$ cat src/hdl/ter_pkg.sv
`timescale 1ns / 1ps
// Shared types and constants for the triangle edge rasterizer.
// No dependencies; used by ter_ctrl, ter_dpath and triangle_edge_rasterizer_core.
package ter_pkg;

	// Default screen size
	localparam int SCREEN_COLUMNS_DEF = 64;
	localparam int SCREEN_ROWS_DEF    = 64;

	// Fixed widths of the request and result fields
	localparam int COORD_W = 16;   // vertex coordinate, Q.4
	localparam int ROW_W   = 6;    // row and column index
	localparam int MASK_W  = 64;   // coverage mask

	// Internal arithmetic widths
	localparam int DIFF_W = COORD_W + 1;      // coordinate difference
	localparam int BOX_W  = 13;               // floor or ceiling of a coordinate
	localparam int PIX_W  = 12;               // pixel centre, Q.4, as signed
	localparam int PROD_W = DIFF_W + COORD_W; // difference times coordinate
	localparam int LANE_W = DIFF_W + PIX_W;   // difference times pixel centre
	localparam int ACC_W  = 36;               // edge value, exact

	// Triangle request
	typedef struct packed {
		logic signed [COORD_W-1:0] first_x;
		logic signed [COORD_W-1:0] first_y;
		logic signed [COORD_W-1:0] second_x;
		logic signed [COORD_W-1:0] second_y;
		logic signed [COORD_W-1:0] third_x;
		logic signed [COORD_W-1:0] third_y;
	} vert_req_t;

	// Row result
	typedef struct packed {
		logic [ROW_W-1:0]  row_index;
		logic [MASK_W-1:0] coverage_mask;
		logic              last_row;
	} row_res_t;

	// Controller to datapath commands
	typedef struct packed {
		logic load;   // capture the triangle
		logic box;    // bounding box and edge deltas
		logic prod;   // edge products and column lanes
		logic base;   // row base values
		logic row;    // emit one row and advance
	} ter_cmd_t;

	// Datapath to controller status
	typedef struct packed {
		logic empty;  // clamped box holds no pixel
		logic last;   // current row is the bottom row of the box
	} ter_stat_t;

endpackage

$ cat src/hdl/ter_ctrl.sv
`timescale 1ns / 1ps
// Sequencing state machine and result valid flag for the rasterizer.
// Depends on ter_pkg for the command and status structs.
module ter_ctrl (
	input  logic               clk,
	input  logic               arst_n,
	input  logic               vert_valid,
	output logic               vert_ready,
	output logic               row_valid,
	input  logic               row_ready,
	output ter_pkg::ter_cmd_t  cmd,
	input  ter_pkg::ter_stat_t stat
);

	typedef enum logic [4:0] {
		S_IDLE = 5'b00001,
		S_BOX  = 5'b00010,
		S_PROD = 5'b00100,
		S_BASE = 5'b01000,
		S_ROWS = 5'b10000
	} ter_state_t;

	ter_state_t state_q, state_d;
	logic       out_valid_q;
	logic       emit;

	// Emit a row when the output register is free or being emptied
	assign emit       = (state_q == S_ROWS) && (!out_valid_q || row_ready);
	assign vert_ready = (state_q == S_IDLE);
	assign row_valid  = out_valid_q;

	// Decode commands and next state
	always_comb begin
		cmd     = '0;
		state_d = state_q;
		case (state_q)
			S_IDLE: begin
				cmd.load = vert_valid;
				if (vert_valid) state_d = S_BOX;
			end
			S_BOX: begin
				cmd.box = 1'b1;
				state_d = S_PROD;
			end
			S_PROD: begin
				cmd.prod = 1'b1;
				state_d  = stat.empty ? S_IDLE : S_BASE;
			end
			S_BASE: begin
				cmd.base = 1'b1;
				state_d  = S_ROWS;
			end
			S_ROWS: begin
				cmd.row = emit;
				if (emit && stat.last) state_d = S_IDLE;
			end
			default: begin
				state_d = S_IDLE;
			end
		endcase
	end

	// Advance state
	always_ff @(posedge clk or negedge arst_n) begin
		if (!arst_n) begin
			state_q <= S_IDLE;
		end else begin
			state_q <= state_d;
		end
	end

	// Hold the result valid until the receiver takes it
	always_ff @(posedge clk or negedge arst_n) begin
		if (!arst_n) begin
			out_valid_q <= 1'b0;
		end else if (emit) begin
			out_valid_q <= 1'b1;
		end else if (row_ready) begin
			out_valid_q <= 1'b0;
		end
	end

endmodule

$ cat config.mk
export PLATFORM = sky130hd
export DESIGN_NAME = ter_ctrl
export DESIGN_NICKNAME = d
export VERILOG_FILES = /design/src/hdl/ter_pkg.sv /design/src/hdl/ter_ctrl.sv
export SDC_FILE = /design/constraint.sdc
export NUM_CORES = 1
export LEC_CHECK = 0
export ABC_AREA = 1
export BUFFER_PORTS_ARGS = -buffer_cell sky130_fd_sc_hd__clkbuf_2
export CAP_MARGIN = 20
export CORE_AREA = 2 2 39 41
export DETAILED_ROUTE_END_ITERATION = 12
export DIE_AREA = 0 0 41 43
export PLACE_DENSITY_LB_ADDON = 0.08
export SLEW_MARGIN = 10
export SYNTH_ARGS = -nofsm -noshare
export SYNTH_HDL_FRONTEND = slang
export SYNTH_SLANG_ARGS = --single-unit
$ cat constraint.sdc
create_clock -name clk -period 1.1 [get_ports clk]
set_clock_uncertainty 0.1 [all_clocks]
set_input_delay 0.11 -clock clk [delete_from_list [all_inputs] [get_ports clk]]
set_output_delay 0.11 -clock clk [all_outputs]
set_load 0.03 [all_outputs]
---- Yosys cells after proc, flatten, opt, wreduce, memory -nomap -nowiden ----
Index checks and enable logic that the tools add are counted.
storage, ports and cells
  register bits after elaboration ......... 6
  output and inout bits ................... 7
  word-level logic and storage cells ...... 26
  bits of input ports ..................... 6
operators by class
  eq/ne operators ......................... 7
  muxes and demuxes ....................... 11
  reductions and logical operators ........ 6
operators with widths
  kind                                                    count
  case mux 5 bit (5 select lines)                         1
  2-to-1 mux 5 bit                                        2
  2-to-1 mux 1 bit                                        7
  equality test 5 x 1 -> 1 bit (second input constant)    1
  equality test 5 x 2 -> 1 bit (second input constant)    1
  equality test 5 x 3 -> 1 bit (second input constant)    1
  equality test 5 x 4 -> 1 bit (second input constant)    1
  equality test 5 bit (second input constant)             1
  2-to-1 mux 4 bit                                        1
  logical AND 1 bit                                       2
  inequality test 2 x 1 -> 1 bit (second input constant)  1
  inequality test 2 bit (second input constant)           1
  AND reduction 2 bit                                     1
  nonzero test 2 bit                                      1
  zero test 1 bit                                         1
  logical OR 1 bit                                        1

---- Logic depth before layout (Yosys ltp) ----
Gate-level depths: netlist of run 1.
  depth after elaboration ................. 6
  gate-level depth with buffers ........... 6
  mapped depth without buffers ............ 6

---- Worst setup path before layout of run 1 ----
Ideal clock, no wire load.
  path type ............................... register to output
  from .................................... register state_q[0]
  to ...................................... output cmd[4] (netlist name)
  required time ........................... 890 ps
  cell stages (with the launch flop) ...... 5
  buffers on the path ..................... 0
  data arrival time ....................... 1184 ps
  slack ................................... -294 ps
  cell sequence ........................... dfstp_2 -> inv_1 -> nor2_2 -> nand3_2 -> nor2_1
RTL lines
  element                   line            source
  start: declaration        ter_ctrl.sv:23  ter_state_t state_q, state_d;
  start signal: assignment  ter_ctrl.sv:68  state_q <= state_d;
  end: declaration          ter_ctrl.sv:11  output ter_pkg::ter_cmd_t cmd,

==> results_dict.tcl, run 1 <==
set metrics [dict create \
    layout.nets 80 \
    ys_seq_elements 6 \
    min_period_ns 1.512 \
    clockBufferDepth 2 \
    dp_hpwl_um 600.6 \
    arrival_ns 1.30 \
    powerDensity_nw_per_um2 2304 \
    ant_nets 0 \
    area_delta_synth_final_pct 89.86 \
    avgSynthCellArea_um2 7.779 \
    diodes 0 \
    rsz0062_at_grt "yes" \
    reg2regPathDepth 6 \
    path_cells "inv_4 -> nor2_4 -> nand3_4 -> nor2_4 -> buf_8" \
    setup_viol 11 \
    cp_common_cell "nor2_4" \
    cts.sinks 6 \
    io_buffer_count 12 \
    relSlewSlack_pct 87.24 \
    gp_congestion 0.6942 \
    max_stage_delay_ns 0.55 \
    cap_violations 0 \
    whs_endpoint "state_q[4]" \
    synth-compound-area-share_pct 4.545 \
    hold_depth 4 \
    via_per_inst 4.247 \
    worst_setup_path_end_kind "primary output" \
    drtPass1Iterations 3 \
    cpMaxStageDelayCell "dfstp_2" \
    grt_max_degree 7 \
    grt_pass1_wl_mm 1.393 \
    die_area_um2 1763 \
    netlist_instances 46 \
    ys_seq_area_share_pct 42.31 \
    cts.htree.levels 1 \
    yosysTopAreaCell "dfrtp_1" \
    worstMarginPinSlew_ns 0.1912 \
    die_y_um 43 \
    timing.rr.end "state_q[0]" \
    coreArea_um2 1384 \
    drtIter0Drc 7 \
    cts-root-buf "clkbuf_4" \
    hold_start "stat[0]" \
    synth_top_area_share_pct 34.97 \
    yosysUniqueCellTypes 15 \
    clkLatencyLatePin_ns 0.25 \
    vias 378 \
    r2r_start "state_q[0]" \
    violations "setup timing" \
    clock.fmax_mhz 661.4 \
    crit_type "reg -> out" \
    synth_adder_area_share_pct 0 \
    ff2ff_setup_slack_ns -0.22 \
    drc 0 \
    wl_per_cell_um 10.24 \
    antenna_found_initial 0 \
    synth-simple-area-share_pct 33.92 \
    cts_tree "built" \
    grt_pass1_vias 352 \
    preCtsSetupSlack_ns -0.2148 \
    die_w_um 41 \
    synthTopCellsByArea "dfrtp_1 35%, inv_1 13%, dfstp_2 7.3%" \
    fin_crit_sh_pct 137.5 \
    fin_util_pct 49.10 \
    yosys-mux-area-fraction_pct 0 \
    drv_slew 0 \
    hp-class "in -> reg" \
    num-fill-cells 135 \
    status "finished with violations" \
    yosys_warnings 0 \
    worstPathRequired_ns 0.89 \
    critPathMaxFanout 3 \
    ir_drop_uv 1384 \
    cp-start-kind "flop" \
    hold_viol_final 0 \
    path_clk_slew_ns 0.05 \
    wirelength_um 911 \
    synth_xor_area_share_pct 0 \
    grt.total_usage_pct 12.41 \
    syn_nets 52 \
    grt_overflow_total 0 \
    drive_gt1_share_pct 67.12 \
    num_rows 14 \
    p_leak_nw 0.3837 \
    fin_ws_ns -0.4120 \
    syn_area_um2 357.8 \
    synth_top_family_by_area "simple AND/OR/NAND/NOR gates" \
    cts_made_buffers 3 \
    start_util_pct 25.86 \
    holdWs_ns 0.04764 \
    top_level_ports 13 \
]
Yosys cell counts:
master	instances
a21oi_2	1
buf_4	2
clkinv_2	1
dfrtp_1	5
dfstp_2	1
inv_1	12
inv_2	1
nand2_1	6
nand3_1	3
nand3_2	2
nand4_1	4
nor2_1	4
nor2_2	2
nor2_4	1
o21bai_1	1
power by group:
group          internal, W  switching, W
Sequential        0.000289     0.0000547
Combinational     0.000482      0.000520
Clock             0.000137     0.0000815
worst max-delay path: cells and delay by family, from the launching register on:
| family | cells | cell delay [ns] |
|---|---|---|
| and+or+nand+nor | 3 | 0.33 |
| buffers and inverters | 2 | 0.18 |
| DFF | 1 | 0.55 |
registers in the layout, indices dropped and copies added, names as in the netlist:
signal     flops
row_valid      1
state_q        5
metrics by stage:
stage               TNS, ns  total power, W  cell area [um2]  instances
floorplan           -0.2219       0.0007592            371.6         46
global placement     -1.139       0.0009452            478.0         78
detailed placement   -1.168       0.0009385            478.0         78
CTS                  -2.687        0.001462            629.4         87
global route         -3.361        0.001676            679.4         89
finish               -2.676        0.001565            679.4         89
how the worst max path moves through the flow:
stage,start,to,slack (ns),depth (start not counted)
global route,state_q[0],cmd[4],-0.46,5
global placement,state_q[0],state_q[0],-0.20,6
finish,state_q[0],cmd[4],-0.41,5
floorplan,state_q[0],cmd[4],-0.1,4
CTS,state_q[1],cmd[0],-0.40,6
detailed placement,state_q[0],state_q[0],-0.21,6
kinds of logic (layout without fill, tap and decap cells):
| kind of cell | after synthesis | in the layout |
|---|---|---|
| simple gates | 22 | 22 |
| flops | 6 | 6 |
| compound gates | 2 | 2 |
| buf+inv | 16 | 43 |
layer usage:
layer | part of all wire, % | GRT usage [%] | wire [um] | up-vias
met2 | 51 | 16.88 | 469 | 12
met4 | 0 | 2.000 | 0 | 0
met5 | 0 | 0 | 0 | -
met1 | 41 | 15.69 | 373 | 175
li1 | - | - | - | 191
met3 | 7.6 | 9.424 | 69 | 0
area by class of cell:
class                           count  area (um2)  area share [%]
Timing Repair Buffer               25       231.5           34.07
Multi-Input combinational cell     24       192.7           28.36
Sequential cell                     6       152.6           22.47
Inverter                           14       56.30           8.287
Clock buffer                        4       26.28           3.867
Tap cell                           16       20.02           2.947
cell usage in the layout, fill, tap and decap left out, drive strengths merged:
cell type     n
a21oi         1
buf          16
clkbuf       12
clkinv        1
dfrtp         5
dfstp         1
dlygate4sd3   1
inv          13
nand2         6
nand3         5
nand4         4
nor2          7
o21bai        1
repair_timing:
item,4_1_cts,5_1_grt
pin swaps,3,4
endpoints found under the hold margin,6,0
hold buffers,1,0
buffers inserted,5,3
gates resized for setup,21,16
endpoints found under the setup margin,9,12
Power figures use the tool's default switching activity.
==> run 2, diff against run 1 <==
--- a/config.mk
+++ b/config.mk
@@ -11,7 +11,7 @@
 export CORE_AREA = 2 2 39 41
 export DETAILED_ROUTE_END_ITERATION = 12
 export DIE_AREA = 0 0 41 43
-export PLACE_DENSITY_LB_ADDON = 0.08
+export PLACE_DENSITY = 0.51
 export SLEW_MARGIN = 10
 export SYNTH_ARGS = -nofsm -noshare
 export SYNTH_HDL_FRONTEND = slang
==> results_dict.tcl, run 2 (synthesis results as in run 1) <==
set metrics [dict create \
    diodes 0 \
    die_w_um 41 \
    antenna_found_initial 0 \
    critPathMaxFanout 3 \
    cts.htree.levels 1 \
    multi_input_comb_area_um2 190.2 \
    max_stage_delay_ns 0.53 \
    holdWs_ns 0.06750 \
    ir_drop_uv 999.9 \
    largest_register "state_q" \
    drv_slew 0 \
    cts_tree "built" \
    drtPass1Iterations 4 \
    powerDensity_nw_per_um2 2310 \
    cp-start-kind "flop" \
    rsz0062_at_grt "yes" \
    relSlewSlack_pct 87.14 \
    grt_pass1_vias 360 \
    die_area_um2 1763 \
    worstMarginPinSlew_ns 0.1925 \
    status "finished with violations" \
    place_inst 78 \
    final_cell_mix "11 x buf_4, 8 x inv_2, 5 x nor2_4, 5 x inv_1, 5 x clkbuf_2" \
    clockBufferDepth 2 \
    tns_ns -3.021 \
    grt_max_degree 8 \
    grt_overflow_total 0 \
    ant_nets 0 \
    fin_area_um2 698.2 \
    fin_crit_sh_pct 134.5 \
    num_rows 14 \
    cap_violations 0 \
    top_level_ports 13 \
    cp_common_cell "nor2_4" \
    io_buffer_count 12 \
    drtIter0Drc 4 \
    fin_util_pct 50.45 \
    fin_ws_ns -0.3792 \
    hp-class "in -> reg" \
    grt_pass1_wl_mm 1.435 \
    crit_type "reg -> out" \
    cpMaxStageDelayCell "dfstp_2" \
    layout_commonest_cell "buf_4" \
    num-fill-cells 135 \
    vias 397 \
    worstPathRequired_ns 0.89 \
    cts_made_buffers 3 \
    postPlaceCellArea_um2 478.0 \
    hold_viol_final 0 \
    coreArea_um2 1384 \
    min_period_ns 1.479 \
    path_cells "inv_2 -> nor2_4 -> nand3_4 -> nor2_4 -> buf_8" \
    drc 0 \
    start_util_pct 25.86 \
    clkLatencyLatePin_ns 0.24 \
    cts.sinks 6 \
    register_area_um2 152.6 \
    path_clk_slew_ns 0.04 \
    largest_reg_flops 5 \
    wl_per_cell_um 11.43 \
    cts-root-buf "clkbuf_4" \
    die_y_um 43 \
    area_delta_synth_final_pct 95.11 \
    p_leak_nw 0.3907 \
    setup_viol 11 \
    dp_hpwl_um 599 \
    grt.total_usage_pct 12.82 \
    violations "setup timing" \
    wirelength_mm 1.052 \
    layout.nets 83 \
    drive_gt1_share_pct 72.37 \
    worst_setup_path_end_kind "primary output" \
    fin_cells 92 \
    clock.fmax_mhz 676.0 \
    via_per_inst 4.315 \
    gp_congestion 0.6318 \
    arrival_ns 1.27 \
]
==> run 2: changes by cell type in the layout (fill, tap and decap cells not counted), sizes merged <==
cell and delta:
buf +4, clkbuf -1
==> run 2: where the power goes <==
group / leakage (nW) / internal [W] / switching, W
logic: 0.298 / 0.000518 / 0.000539
registers: 0.0777 / 0.000288 / 0.0000484
clock network: 0.0150 / 0.000138 / 0.0000818
total: 0.391 / 0.000944 / 0.000669
==> run 2: stage by stage <==
stage	worst slack [ns]	power, W
after floorplan	-0.09552	0.0007592
after global placement	-0.1941	0.0009275
after detailed placement	-0.1993	0.0009244
after CTS	-0.3863	0.001451
after global routing	-0.4718	0.001721
final	-0.3792	0.001613
==> run 2: what timing repair did <==
| item | 4_1_cts | 5_1_grt |
|---|---|---|
| cloned | 0 | 0 |
| pin swaps | 8 | 7 |
| resized for setup | 23 | 14 |
| endpoints found under the hold margin | 6 | 0 |
| setup buffers | 8 | 3 |
| hold buffers | 1 | 0 |
| endpoints found under the setup margin | 11 | 13 |
==> run 2: path summary, 6_finish.rpt <==
check                      slack, ns  startpoint  cells past startpoint         end
min reg2reg                     0.46   row_valid                      2   row_valid
max reg2reg                    -0.28  state_q[0]                      7  state_q[0]
max in group asynchronous       0.54      arst_n                      2  state_q[0]
min in group asynchronous       0.13      arst_n                      2  state_q[3]
max                            -0.38  state_q[0]                      5      cmd[4]
min                             0.07  vert_valid                      3  state_q[1]
==> run 2: metal layers <==
| layer | track usage [%] | part of all wire [%] | up-vias |
|---|---|---|---|
| li1 | - | - | 201 |
| met1 | 12.75 | 36 | 183 |
| met2 | 20.94 | 59 | 11 |
| met3 | 3.141 | 2.7 | 2 |
| met4 | 10.00 | 2.5 | 0 |
| met5 | 0 | 0 | - |
==> run 2: cell type report <==
cell class,instances,share of cell area (%)
Timing Repair Buffer,28,36.56
Inverter,14,7.706
Multi-Input combinational cell,24,27.24
Clock buffer,4,3.763
Tap cell,16,2.867
Sequential cell,6,21.86
==> run 2: critical path, delay by kind of cell (launching register included) <==
kind / cells / cell delay, ns
flops: 1 / 0.53
buf+inv: 2 / 0.18
simple gates: 3 / 0.31
==> run 3, diff against run 2 <==
==> constraint.sdc (replaced) <==
create_clock -name clk -period 1.2 [get_ports clk]
set_clock_uncertainty 0.1 [all_clocks]
set_input_delay 0 -clock clk [delete_from_list [all_inputs] [get_ports clk]]
set_output_delay 0 -clock clk [all_outputs]
set_load 0.03 [all_outputs]
==> results_dict.tcl, run 3 (synthesis results as in run 1) <==
set metrics [dict create \
    via_per_inst 4.260 \
    r2r_start "state_q[0]" \
    relSlewSlack_pct 88.67 \
    top_level_ports 13 \
    drtPass1Iterations 4 \
    cp-startpoint "state_q[0]" \
    drc 0 \
    postPlaceCellArea_um2 432.9 \
    drtIter0Drc 8 \
    worst_setup_path_end_kind "primary output" \
    timing.rr.end "state_q[0]" \
    num_rows 14 \
    die_w_um 41 \
    cts-root-buf "clkbuf_4" \
    p_leak_nw 0.4092 \
    rsz0062_at_grt "yes" \
    die_area_um2 1763 \
    switchingPower_w 0.0005659 \
    fin_crit_sh_pct 115.8 \
    path_clk_slew_ns 0.05 \
    wl_per_cell_um 10.34 \
    ant_nets 0 \
    ff2ff_setup_slack_ns -0.13 \
    place_inst 73 \
    layout.nets 87 \
    reg2regPathDepth 7 \
    fin_cells 96 \
    cts.htree.levels 1 \
    area_delta_synth_final_pct 96.15 \
    cp-start-kind "flop" \
    grt_overflow_total 0 \
    seq_power_share_pct 21.5 \
    fin_area_um2 701.9 \
    largest_reg_flops 5 \
    cp-endpoint "cmd[4]" \
    drv_slew 0 \
    drive_gt1_share_pct 58.75 \
    largest_register "state_q" \
    powerDensity_nw_per_um2 2063 \
    coreArea_um2 1384 \
    switching_share_pct 39.08 \
    p_clk_share_pct 14.3 \
    violations "setup timing" \
    cts_made_buffers 3 \
    fin_total_pwr_w 0.001448 \
    die_y_um 43 \
    power_frac_comb_pct 64.1 \
    cap_violations 0 \
    layout_commonest_cell "buf_4" \
    clockBufferDepth 2 \
    grt_pass1_vias 384 \
    clock.fmax_mhz 719.5 \
    hold_viol_final 0 \
    min_period_ns 1.390 \
    hp-class "in -> async" \
    clkLatencyLatePin_ns 0.25 \
    setup_viol 9 \
    grt.total_usage_pct 13.74 \
    num-fill-cells 133 \
    internal_power_w 0.0008820 \
    dp_hpwl_um 596.5 \
    crit_type "reg -> out" \
    cts_tree "built" \
    holdWs_ns 0.01340 \
    critPathMaxFanout 3 \
    fin_ws_ns -0.1899 \
    worstMarginPinSlew_ns 0.1706 \
    start_util_pct 25.86 \
    grt_pass1_wl_mm 1.545 \
    worstPathRequired_ns 1.10 \
    wirelength_um 993 \
    tns_ns -1.230 \
    vias 409 \
    ir_drop_uv 793.5 \
    diodes 0 \
    grt_max_degree 7 \
    arrival_ns 1.29 \
    antenna_found_initial 0 \
    gp_congestion 0.6680 \
    final_cell_mix "12 x buf_4, 8 x inv_1, 6 x nand2_1, 6 x clkbuf_2" \
    io_buffer_count 12 \
    cts.sinks 6 \
    status "finished with violations" \
]
==> run 3: power by group through the flow <==
| stage | Clock, W | Combinational, W | Sequential [W] |
|---|---|---|---|
| finish | 0.000208 | 0.000929 | 0.000311 |
| global route | 0.000223 | 0.000996 | 0.000316 |
| CTS | 0.000218 | 0.000782 | 0.000307 |
| detailed placement | 0 | 0.000452 | 0.000310 |
| global placement | 0 | 0.000453 | 0.000309 |
| floorplan | 0 | 0.000361 | 0.000305 |
==> run 3: cell type report <==
cell class	instances	area, um2	area share [%]
multi-input cells	24	160.2	22.82
well taps	16	20.02	2.852
repair buffers	32	289.0	41.18
flip-flops and latches	6	152.6	21.75
clock buffers	4	26.28	3.743
inverters	14	53.80	7.665
==> run 3: how the worst min path moves through the flow <==
stage	end	slack (ns)	cells past startpoint
after floorplan	row_valid	-0.40	0
after global placement	state_q[1]	-0.27	1
after detailed placement	state_q[1]	-0.26	1
after CTS	state_q[3]	0.01	2
after global routing	state_q[3]	0.02	2
final	state_q[1]	0.01	2
==> run 3: metrics by stage <==
stage          setup WS, ns  util [%]
2_1_floorplan       0.04439         -
3_3_place_gp       -0.01256     31.28
3_5_place_dp      -0.006993     31.28
4_1_cts             -0.2342     47.20
5_1_grt             -0.2370     50.72
6_report            -0.1899     50.72
==> run 3: metal layers <==
metal	track usage (%)	up-vias	part of all wire, %	routed length [um]
met4	10.00	0	1.0	10
met3	1.571	2	2.6	26
met1	14.75	189	39	388
met2	22.81	8	57	568
met5	0	-	0	0
li1	-	210	-	-
==> run 3: worst max-delay path, stage by stage, from the launching register on <==
cell	delay, ns
dfstp_2	0.54
inv_2	0.06
nor2_4	0.11
nand3_4	0.09
nor2_2	0.09
clkbuf_8	0.16
==> run 3: repair_timing <==
| action | 4_1_cts | 5_1_grt |
|---|---|---|
| pin swaps | 8 | 7 |
| resized for setup | 18 | 8 |
| buffers inserted | 10 | 4 |
| endpoints found under the setup margin | 6 | 10 |
| hold endpoints to repair | 10 | 0 |
| hold buffers | 5 | 0 |
